File: config.mk
export PLATFORM = sky130hd
export DESIGN_NAME = comment_blanking_filter_unit
export DESIGN_NICKNAME = d
export VERILOG_FILES = /design/src/cbf_pkg.sv /design/src/cbf_front.sv /design/src/cbf_queue.sv /design/src/cbf_back.sv /design/src/comment_blanking_filter_unit.sv
export SDC_FILE = /design/constraint.sdc
export NUM_CORES = 1
export LEC_CHECK = 0
export BUFFER_PORTS_ARGS = -buffer_cell sky130_fd_sc_hd__buf_4
export CELL_PAD_IN_SITES_DETAIL_PLACEMENT = 1
export CELL_PAD_IN_SITES_GLOBAL_PLACEMENT = 2
export CORE_ASPECT_RATIO = 1.4
export CORE_MARGIN = 4
export CORE_UTILIZATION = 39
export CTS_BUF_LIST = sky130_fd_sc_hd__clkbuf_2
export DETAILED_ROUTE_END_ITERATION = 10
export PLACE_DENSITY = 0.87
export SLEW_MARGIN = 20
export SYNTH_ARGS = -nofsm -noshare
export SYNTH_HDL_FRONTEND = slang
export SYNTH_SLANG_ARGS = --single-unit
File: constraint.sdc
create_clock -name clk -period 4.2 [get_ports clk]
set_input_delay 0.84 -clock clk [delete_from_list [all_inputs] [get_ports clk]]
set_output_delay 0.84 -clock clk [all_outputs]
set_load 0.01 [all_outputs]
File: src/cbf_pkg.sv
package cbf_pkg;

  localparam logic [7:0] CH_TAB   = 8'h09;
  localparam logic [7:0] CH_LF    = 8'h0A;
  localparam logic [7:0] CH_VT    = 8'h0B;
  localparam logic [7:0] CH_FF    = 8'h0C;
  localparam logic [7:0] CH_CR    = 8'h0D;
  localparam logic [7:0] CH_SP    = 8'h20;
  localparam logic [7:0] CH_QUOTE = 8'h22;
  localparam logic [7:0] CH_STAR  = 8'h2A;
  localparam logic [7:0] CH_SLASH = 8'h2F;
  localparam logic [7:0] CH_BSL   = 8'h5C;

  typedef enum logic [2:0] {
    MODE_CODE  = 3'd0,
    MODE_HELD  = 3'd1,
    MODE_LINE  = 3'd2,
    MODE_BLOCK = 3'd3,
    MODE_BSTAR = 3'd4,
    MODE_STR   = 3'd5,
    MODE_ESC   = 3'd6
  } cbf_mode_t;

  typedef enum logic [1:0] {
    ST_OK     = 2'd0,
    ST_BLOCK  = 2'd1,
    ST_STRING = 2'd2
  } cbf_status_t;

  typedef struct packed {
    logic [7:0] in_byte;
    logic       in_last;
  } cbf_in_t;

  typedef struct packed {
    logic [7:0] out_byte;
    logic       out_last;
    logic [1:0] status;
  } cbf_out_t;

  // one classified item: one or two bytes, end mark and status go with the final byte
  typedef struct packed {
    logic        two;
    logic [7:0]  b0;
    logic [7:0]  b1;
    logic        last;
    cbf_status_t status;
  } cbf_entry_t;

  function automatic logic keep_in_block(input logic [7:0] b);
    return (b == CH_SP) || (b == CH_TAB) || (b == CH_LF) || (b == CH_VT) || (b == CH_FF);
  endfunction

endpackage

File: src/cbf_front.sv
module cbf_front import cbf_pkg::*; (
  input  logic       clk,
  input  logic       rst_n,
  input  logic       in_valid,
  output logic       in_stall,
  input  cbf_in_t    in_data,
  input  logic       q_full,
  output logic       push,
  output cbf_entry_t push_data
);

  cbf_mode_t mode_r, mode_nxt;
  cbf_mode_t scan_nxt;
  logic [7:0] b;
  logic has_out, two, has_tmp, two_tmp;
  logic [7:0] e0, e1, e0_tmp;
  cbf_status_t st;
  logic accept;

  assign in_stall = q_full;
  assign accept   = in_valid && !in_stall;

  assign b = (in_data.in_byte == CH_CR) ? CH_SP : in_data.in_byte;

  // per-byte scanner
  always_comb begin
    has_tmp  = 1'b1;
    two      = 1'b0;
    e0_tmp   = b;
    e1       = b;
    scan_nxt = mode_r;
    case (mode_r)
      MODE_HELD: begin
        two = 1'b1;
        if (b == CH_SLASH) begin
          e0_tmp   = CH_SP;
          e1       = CH_SP;
          scan_nxt = MODE_LINE;
        end else if (b == CH_STAR) begin
          e0_tmp   = CH_SP;
          e1       = CH_SP;
          scan_nxt = MODE_BLOCK;
        end else begin
          // the held slash goes out, then the byte as code
          e0_tmp   = CH_SLASH;
          e1       = b;
          scan_nxt = (b == CH_QUOTE) ? MODE_STR : MODE_CODE;
        end
      end
      MODE_LINE: begin
        if (b == CH_LF) begin
          scan_nxt = MODE_CODE;
        end else begin
          e0_tmp = CH_SP;
        end
      end
      MODE_BLOCK: begin
        if (b == CH_STAR) begin
          e0_tmp   = CH_SP;
          scan_nxt = MODE_BSTAR;
        end else begin
          e0_tmp = keep_in_block(b) ? b : CH_SP;
        end
      end
      MODE_BSTAR: begin
        if (b == CH_SLASH) begin
          e0_tmp   = CH_SP;
          scan_nxt = MODE_CODE;
        end else if (b == CH_STAR) begin
          e0_tmp = CH_SP;
        end else begin
          e0_tmp   = keep_in_block(b) ? b : CH_SP;
          scan_nxt = MODE_BLOCK;
        end
      end
      MODE_STR: begin
        if (b == CH_BSL) begin
          scan_nxt = MODE_ESC;
        end else if (b == CH_QUOTE) begin
          scan_nxt = MODE_CODE;
        end
      end
      MODE_ESC: begin
        scan_nxt = MODE_STR;
      end
      default: begin
        if (b == CH_SLASH) begin
          has_tmp  = 1'b0;
          scan_nxt = MODE_HELD;
        end else begin
          scan_nxt = (b == CH_QUOTE) ? MODE_STR : MODE_CODE;
        end
      end
    endcase
  end

  // end of text: flush a held slash, take status, go back to code
  always_comb begin
    has_out  = has_tmp;
    two_tmp  = two;
    e0       = e0_tmp;
    st       = ST_OK;
    mode_nxt = scan_nxt;
    if (in_data.in_last) begin
      if (scan_nxt == MODE_HELD) begin
        has_out = 1'b1;
        e0      = CH_SLASH;
      end
      if (scan_nxt == MODE_BLOCK || scan_nxt == MODE_BSTAR) begin
        st = ST_BLOCK;
      end else if (scan_nxt == MODE_STR || scan_nxt == MODE_ESC) begin
        st = ST_STRING;
      end
      mode_nxt = MODE_CODE;
    end
  end

  assign push             = accept && has_out;
  assign push_data.two    = two_tmp;
  assign push_data.b0     = e0;
  assign push_data.b1     = e1;
  assign push_data.last   = in_data.in_last;
  assign push_data.status = st;

  always_ff @(posedge clk) begin
    if (!rst_n) begin
      mode_r <= MODE_CODE;
    end else if (accept) begin
      mode_r <= mode_nxt;
    end
  end

  a_last_resets_mode: assert property (@(posedge clk) disable iff (!rst_n)
    accept && in_data.in_last |=> mode_r == MODE_CODE)
    else $error("scan mode not back to code after end of text");

endmodule

File: src/cbf_queue.sv
module cbf_queue import cbf_pkg::*; #(
  parameter int DEPTH = 2
) (
  input  logic       clk,
  input  logic       rst_n,
  input  logic       push,
  input  cbf_entry_t push_data,
  output logic       full,
  input  logic       pop,
  output logic       head_valid,
  output cbf_entry_t head_data
);

  localparam int PW = (DEPTH > 1) ? $clog2(DEPTH) : 1;
  localparam int CW = $clog2(DEPTH + 1);

  cbf_entry_t mem_r [DEPTH];
  logic [PW-1:0] wr_ptr_r, wr_ptr_nxt, rd_ptr_r, rd_ptr_nxt;
  logic [CW-1:0] count_r, count_nxt;

  assign full       = (count_r == CW'(DEPTH));
  assign head_valid = (count_r != '0);
  assign head_data  = mem_r[rd_ptr_r];

  always_comb begin
    wr_ptr_nxt = wr_ptr_r;
    rd_ptr_nxt = rd_ptr_r;
    count_nxt  = count_r;
    if (push) begin
      wr_ptr_nxt = (wr_ptr_r == PW'(DEPTH - 1)) ? '0 : wr_ptr_r + 1'b1;
    end
    if (pop) begin
      rd_ptr_nxt = (rd_ptr_r == PW'(DEPTH - 1)) ? '0 : rd_ptr_r + 1'b1;
    end
    if (push && !pop) begin
      count_nxt = count_r + 1'b1;
    end else if (pop && !push) begin
      count_nxt = count_r - 1'b1;
    end
  end

  always_ff @(posedge clk) begin
    if (!rst_n) begin
      wr_ptr_r <= '0;
      rd_ptr_r <= '0;
      count_r  <= '0;
    end else begin
      wr_ptr_r <= wr_ptr_nxt;
      rd_ptr_r <= rd_ptr_nxt;
      count_r  <= count_nxt;
    end
  end

  always_ff @(posedge clk) begin
    if (push) begin
      mem_r[wr_ptr_r] <= push_data;
    end
  end

  a_no_overflow: assert property (@(posedge clk) disable iff (!rst_n)
    push |-> !full)
    else $error("push into full queue");

endmodule

File: src/cbf_back.sv
module cbf_back import cbf_pkg::*; (
  input  logic       clk,
  input  logic       rst_n,
  input  logic       head_valid,
  input  cbf_entry_t head_data,
  output logic       pop,
  output logic       out_valid,
  input  logic       out_stall,
  output cbf_out_t   out_data
);

  logic     out_valid_r;
  cbf_out_t out_data_r, out_data_nxt;
  logic     phase_r, phase_nxt;
  logic     load;

  assign load = !out_valid_r || !out_stall;
  assign pop  = load && head_valid && (!head_data.two || phase_r);

  always_comb begin
    phase_nxt = phase_r;
    if (head_data.two && !phase_r) begin
      out_data_nxt.out_byte = head_data.b0;
      out_data_nxt.out_last = 1'b0;
      out_data_nxt.status   = ST_OK;
      phase_nxt             = 1'b1;
    end else begin
      out_data_nxt.out_byte = head_data.two ? head_data.b1 : head_data.b0;
      out_data_nxt.out_last = head_data.last;
      out_data_nxt.status   = head_data.status;
      phase_nxt             = 1'b0;
    end
  end

  always_ff @(posedge clk) begin
    if (!rst_n) begin
      out_valid_r <= 1'b0;
      phase_r     <= 1'b0;
    end else if (load) begin
      out_valid_r <= head_valid;
      if (head_valid) begin
        phase_r <= phase_nxt;
      end
    end
  end

  always_ff @(posedge clk) begin
    if (load && head_valid) begin
      out_data_r <= out_data_nxt;
    end
  end

  assign out_valid = out_valid_r;
  assign out_data  = out_data_r;

  a_phase_on_pair: assert property (@(posedge clk) disable iff (!rst_n)
    phase_r |-> head_valid && head_data.two)
    else $error("second byte pending without a two-byte entry");

  a_status_with_last: assert property (@(posedge clk) disable iff (!rst_n)
    out_valid_r && (out_data_r.status != ST_OK) |-> out_data_r.out_last)
    else $error("nonzero status on a byte that is not the last");

endmodule

File: src/comment_blanking_filter_unit.sv
// comment blanking filter
// input channel: in_valid / in_stall / in_data, one source byte per word with an
//   end-of-text mark in in_last
// output channel: out_valid / out_stall / out_data, one rewritten byte per word;
//   out_last marks the final byte of the text, status is valid with it
//   (ok, unterminated block comment, unterminated string)
// throughput: one input word per cycle while in_stall is low; a word that yields
//   two bytes (held slash released, comment opener) leaves as two output words, a
//   slash held for lookahead yields nothing until the next byte
// path: an accepted word is written into the queue at the accepting edge, then
//   its first byte moves into the output register once that register is free;
//   the second byte of a pair follows it there after the first is taken
// in_stall rises when the queue between scanner and emitter is full; with
//   out_stall high the output word holds and the queue fills behind it
// reset (rst_n low, synchronous) puts the scanner in code mode and empties the
//   queue and the output register
module comment_blanking_filter_unit import cbf_pkg::*; #(
  parameter int QUEUE_DEPTH = 2
) (
  input  logic     clk,
  input  logic     rst_n,
  input  logic     in_valid,
  output logic     in_stall,
  input  cbf_in_t  in_data,
  output logic     out_valid,
  input  logic     out_stall,
  output cbf_out_t out_data
);

  logic       push, pop, q_full, head_valid;
  cbf_entry_t push_data, head_data;

  cbf_front u_front (
    .clk      (clk),
    .rst_n    (rst_n),
    .in_valid (in_valid),
    .in_stall (in_stall),
    .in_data  (in_data),
    .q_full   (q_full),
    .push     (push),
    .push_data(push_data)
  );

  cbf_queue #(.DEPTH(QUEUE_DEPTH)) u_queue (
    .clk       (clk),
    .rst_n     (rst_n),
    .push      (push),
    .push_data (push_data),
    .full      (q_full),
    .pop       (pop),
    .head_valid(head_valid),
    .head_data (head_data)
  );

  cbf_back u_back (
    .clk       (clk),
    .rst_n     (rst_n),
    .head_valid(head_valid),
    .head_data (head_data),
    .pop       (pop),
    .out_valid (out_valid),
    .out_stall (out_stall),
    .out_data  (out_data)
  );

endmodule
* Yosys cells after proc, flatten, opt, wreduce, memory -nomap -nowiden
Memories as Yosys holds them, arrays and structs flattened. A register that Yosys moved wholly into a read port is not among the register bits.
Index checks and enable logic that the tools add are counted.
W data, S select, Z words.
** Storage, ports and cells
- Bits in registers :: 20
- Bits in latches :: 0
- Memory bits (writable) :: 40
- ROM bits :: 0
- Output and inout bits :: 13
- Word-level logic and storage cells :: 106
- Memories :: 1
** Memory list
- u_queue.mem_r :: depth 2, width 20, read ports 1, clocked after Yosys merged registers in 1, wr ports 1, line cbf_queue.sv:17 : cbf_entry_t mem_r [DEPTH];
** Operators by class
- Add/sub/neg operators :: 4
- $mul :: 0
- Divide/modulo/power cells :: 0
- Order comparisons :: 0
- Equal/unequal tests :: 22
- Shift operators :: 0
- Multiplexer cells :: 44
- Bitwise operators :: 0
- Reduce and logical (&&, ||, !) cells :: 26
** Operators by type and width (count)
- $mux W8 :: 12
- $eq A8 B4 Y1 const B :: 5
- $mux W3 :: 11
- $eq A8 B6 Y1 const B :: 4
- $pmux W8 S4 :: 1
- $eq A3 B3 Y1 const B :: 6
- $pmux W3 S6 :: 1
- $mux W1 :: 12
- $mux W11 :: 1
- $mux W2 :: 5
- $eq A3 B2 Y1 const B :: 3
- $eq A8 B7 Y1 const B :: 1
- $logic_or A1 B1 Y1 :: 8
- $logic_and A1 B1 Y1 :: 7
- $logic_not A1 Y1 :: 7
- $eq A3 B1 Y1 const B :: 2
- $reduce_or A6 Y1 :: 1
- $mux W4 :: 1
- $reduce_bool A2 Y1 :: 2
- $add A1 B1 Y1 const B :: 2
- $add A2 B1 Y2 const B :: 1
- $eq A2 B2 Y1 const B :: 1
- $reduce_and A2 Y1 :: 1
- $sub A2 B1 Y2 const B :: 1

* Logic depth before layout (Yosys ltp)
- Word-level depth :: 15
- Gate-level depth with buffers :: 11
- Mapped depth without buffers :: 10

* Cells and area by module
Synthesis repeated with hierarchy kept, for this count alone.
** Unflattened totals
- Cell total of the unflattened synthesis :: 249
- Area total of the unflattened synthesis :: 3138.0 µm²
** By module, submodules not included
- cbf_queue :: times used 1, cells an instance 84, area each 1657.8 µm², seq. area each 1301.2 µm²
- cbf_front :: times used 1, cells an instance 132, area each 903.4 µm², seq. area each 60.1 µm²
- cbf_back :: times used 1, cells an instance 33, area each 576.8 µm², seq. area each 370.4 µm²

* Least setup slack after synthesis
OpenSTA, ideal clock, no wires.
- Path type :: input to register
- From :: input in_data[5] in the netlist's numbering
- To :: memory u_queue.mem_r[0][0] in the netlist's numbering (enable)
- Data arrival time :: 3698 ps
- Setup slack :: 74 ps
- Stages :: 6
- Cells stage by stage :: or3_4 o41ai_4 o21ai_2 nor4b_4 nand3_2 a211oi_1
** Between the ends
- Cells in the longest elaborated chain, start to end :: 13
- Elaborated cells between the ends (all ways) :: 26
- Classes of those cells :: 7 x eq/ne; 18 x mux; 1 x reduce/logical
** RTL lines
- start, declared :: line comment_blanking_filter_unit.sv:24 : input cbf_in_t in_data,
- $eq A8 B4 Y1 :: line cbf_front.sv:23 : assign b = (in_data.in_byte == CH_CR) ? CH_SP : in_data.in_byte;
- $mux W8 (*) :: line cbf_front.sv:23
- $eq A8 B6 Y1 :: line cbf_front.sv:47, cbf_front.sv:79, cbf_front.sv:91
- $mux W3 :: line cbf_front.sv:47, cbf_front.sv:91
- $mux W3 :: line cbf_front.sv:39 : end else if (b == CH_STAR) begin
- $mux W3 :: line cbf_front.sv:35 : if (b == CH_SLASH) begin
- $pmux W3 S6 :: line cbf_front.sv:32 : case (mode_r)
- $eq A3 B1 Y1 :: line cbf_front.sv:105 : if (scan_nxt == MODE_HELD) begin
- $mux W1 :: line cbf_front.sv:105
- $mux W1 (*) :: line cbf_front.sv:104 : if (in_data.in_last) begin
- $logic_and A1 B1 Y1 (*) :: line cbf_front.sv:118 : assign push = accept && has_out;
- $mux W1 (*) :: line cbf_queue.sv:55 : if (push) begin
- $mux W1 (not written as such) (*) :: line cbf_queue.sv:56 : mem_r[wr_ptr_r] <= push_data;
- end, declared :: line cbf_queue.sv:17
Every way passes the cells marked *; elsewhere a longest branch is shown, timed or not.

* Final worst setup path
- From :: register u_front.mode_r[0]
- To :: register u_queue.count_r[1]
** Between the ends
- Cells in the longest elaborated chain, start to end :: 10
- Elaborated cells between the ends (all ways) :: 24
- Classes of those cells :: 7 x eq/ne; 11 x mux; 6 x reduce/logical
** RTL lines
- start, declared :: line cbf_front.sv:12 : cbf_mode_t mode_r, mode_nxt;
- start signal, assigned :: line cbf_front.sv:129 : mode_r <= mode_nxt;
- $mux W3 (on tied branches) :: line cbf_front.sv:79, cbf_front.sv:69
- $mux W3 (on tied branches) :: line cbf_front.sv:77, cbf_front.sv:66
- $pmux W3 S6 :: line cbf_front.sv:32
- $eq A3 B1 Y1 :: line cbf_front.sv:105
- $mux W1 :: line cbf_front.sv:105
- $mux W1 (*) :: line cbf_front.sv:104
- $logic_and A1 B1 Y1 (*) :: line cbf_front.sv:118
- via push :: line comment_blanking_filter_unit.sv:30 : logic push, pop, q_full, head_valid;
- $logic_not A1 Y1 :: line cbf_queue.sv:37 : end else if (pop && !push) begin
- $logic_and A1 B1 Y1 :: line cbf_queue.sv:37
- $reduce_bool A2 Y1 (no source line)
- end signal, assigned :: line cbf_queue.sv:50 : count_r <= count_nxt;
- end, declared :: line cbf_queue.sv:19 : logic [CW-1:0] count_r, count_nxt;
The timed path passes the listed nets; every way through them passes the cells marked *.
A chain may end at the register's enable or synchronous reset.

==> metrics.yaml <==
status: "finished clean"
place_hpwl_um: 4259
avgViaCountPerCell: 5.354
die_h_um: 111
clk_latency_ns: 0.45
track_usage_pct: 14.32
coreArea_um2: 7361
clock_path_buffers: 2
min_period_ns: 3.101
clkSinkCount: 61
fin_crit_sh_pct: 73.84
cts-resized-gates: 0
num_rows: 37
power.density_nw_per_um2: 509.1
dr.first_iter.drc_count: 64
gr-total-overflow: 0
drcViolationCount: 0
max_stage_delay_ns: 0.72
routed_wl_um: 5869
grt_pass1_wl_um: 9791
worstSetupPathType: "reg -> reg"
ant_nets: 0
place.gp.congestion: 0.7673
post_cts_buffers: 0
hold_path_class: "reg -> reg"
antenna_cells: 0
maxCapViolCount: 0
cts_buffers: 9
worst_pin_slew_ns: 0.8098
vias: 1847
port_buffers: 25
synthFlopType: "edfxtp_1"
synth_cell_types: 61
cts.clk_slew.worst_paths_ns: 0.16
wl_per_cell_um: 17.01
worstSetupStartpointType: "register"
synth_edf_count: 51
whs_ns: 0.4919
slew_violations: 0
ctsHoldBuffers: 0
syn_inst: 217
cp.required_ns: 4.59
nFillCells: 784
antenna_found_initial: 0
syn_avg_cell_area_um2: 13.62
fin_setup_tns_ns: 0
crit_path_cell_trace: "nor3b_1 > nand3_1 > a31oi_4 > nand3_2 > a21oi_1 > ha_1 > or3_1 > a21boi_0"
ys.warnings.count: 0
finalHoldViolations: 0
finalClockSkew_ns: 0.01410
htree_levels: 3
syn-cell-area_um2: 2955
ir_drop_v: 0.0002081
start_util_pct: 40.15
final_net_count: 257
dp_slack_ns: 0.7357
grt_max_degree: 21
cts-root-buf: "clkbuf_2"
synthArstFlopShare_pct: 0
critPathArrivalTime_ns: 3.49
drive_gt1_share_pct: 28.63
pin_count: 26
critPathSlowestCell: "nor3b_1"
yosys.area.top_type: "edfxtp_1"
seq_area_frac_synth_pct: 58.59
cts_tree: "yes"
max-slew-margin-rel_pct: 45.90
leakagePower_nw: 1.162
ys_ff_latch: 61
dr.pass1.iters: 4
rsz0062_at_grt: "false"
fp.dieW_um: 81.57
ys_top_cells_by_count: "51 x edfxtp_1, 12 x and2_1, 12 x nor2_1"
setup_slack_ns: 1.099
crit_fanout: 12
fmax_mhz: 322.5
critical_path.endpoint_type: "register"
setup_viol: 0
yosysMostFrequentCell: "edfxtp_1"
synth_area_leaders: "edfxtp_1 52%, dfxtp_1 6.8%, mux4_2 6.1%"
synth_top_area_share_pct: 51.82
syn_nets: 231
first_global_vias: 1927
die_area_um2: 9054
areaGrowthSynthToFinish_pct: 13.76
[path summary, 6_finish.rpt]
check,start,slack [ns],cells past startpoint,endpoint
max,u_front.mode_r[0]$_SDFFE_PN0P_,1.10,8,u_queue.count_r[1]$_SDFFE_PN0P_
min,u_back.out_valid$_SDFFE_PN0P_,0.49,2,u_back.out_valid$_SDFFE_PN0P_
max reg2reg,u_front.mode_r[0]$_SDFFE_PN0P_,1.10,8,u_queue.count_r[1]$_SDFFE_PN0P_
min reg2reg,u_back.out_valid$_SDFFE_PN0P_,0.49,2,u_back.out_valid$_SDFFE_PN0P_
[per-layer routing]
metal	GRT usage, %	share of wire (%)
met1	16.05	41
met2	25.03	55
met3	3.415	2.8
met4	6.319	1.8
met5	0	0
[final cells by class]
| class | instances | area [um2] | area share [%] |
|---|---|---|---|
| clock buffer | 10 | 50.05 | 1.489 |
| clock inverter | 6 | 101.3 | 3.015 |
| inverter | 7 | 26.28 | 0.7815 |
| multi-input combinational | 136 | 1121 | 33.35 |
| sequential | 61 | 1732 | 51.51 |
| tap | 97 | 121.4 | 3.610 |
| timing repair buffer | 28 | 210.2 | 6.252 |
[cells by family after synthesis]
logic type                 share of synthesized area, %
muxes                                             8.467
and+or+nand+nor                                   16.81
adders and majority gates                        0.4233
buffers and inverters                             3.810
AOI/OAI and AO/OA                                 10.42
DFF                                               58.59
xor gates and xnor gates                          1.482
[layout by cell type, fill, tap and decap left out, drive strengths merged, types with 5 or more instances in the layout]
master	n
nand3	5
a21oi	9
and2	12
nand2	11
mux4	8
dfxtp	10
edfxtp	51
nor2	12
mux2i	7
inv	7
nor2b	5
nor3b	5
clkbuf	10
buf	28
[worst max-delay path, delay by kind of cell, from the launching register on]
family | cells | cell delay, ns
and+or+nand+nor | 4 | 1.47
adders and majority gates | 1 | 0.27
DFF | 1 | 0.59
AOI/OAI and AO/OA | 3 | 0.71
[sequential cells by signal (all words and copies together) (netlist names), named ones only]
name,flops
u_back.out_valid,1
u_front.mode_r,3
u_queue.rd_ptr_r,1
u_back.phase_r,1
u_queue.wr_ptr_r,1
u_queue.mem_r,40
u_back.out_data,11
u_queue.count_r,2
[through the flow]
step / instance area, um2 / total power, mW / util (%) / std cells
6_report: 3362 / 1.711 / 45.67 / 345
3_5_place_dp: 3211 / 1.285 / 43.62 / 329
3_3_place_gp: 3211 / 1.262 / 43.62 / 329
2_1_floorplan: 2955 / 1.114 / - / 217
5_1_grt: 3362 / 1.804 / 45.67 / 345
4_1_cts: 3362 / 1.737 / 45.67 / 345
[where the power goes]
part	leakage, nW	switching (mW)	total [mW]	internal (mW)
Sequential	0.563	0.0596	0.874	0.814
Clock	0.0886	0.194	0.448	0.254
Combinational	0.510	0.199	0.389	0.191
Total	1.16	0.452	1.71	1.26
(Power assumes the default switching activity.)
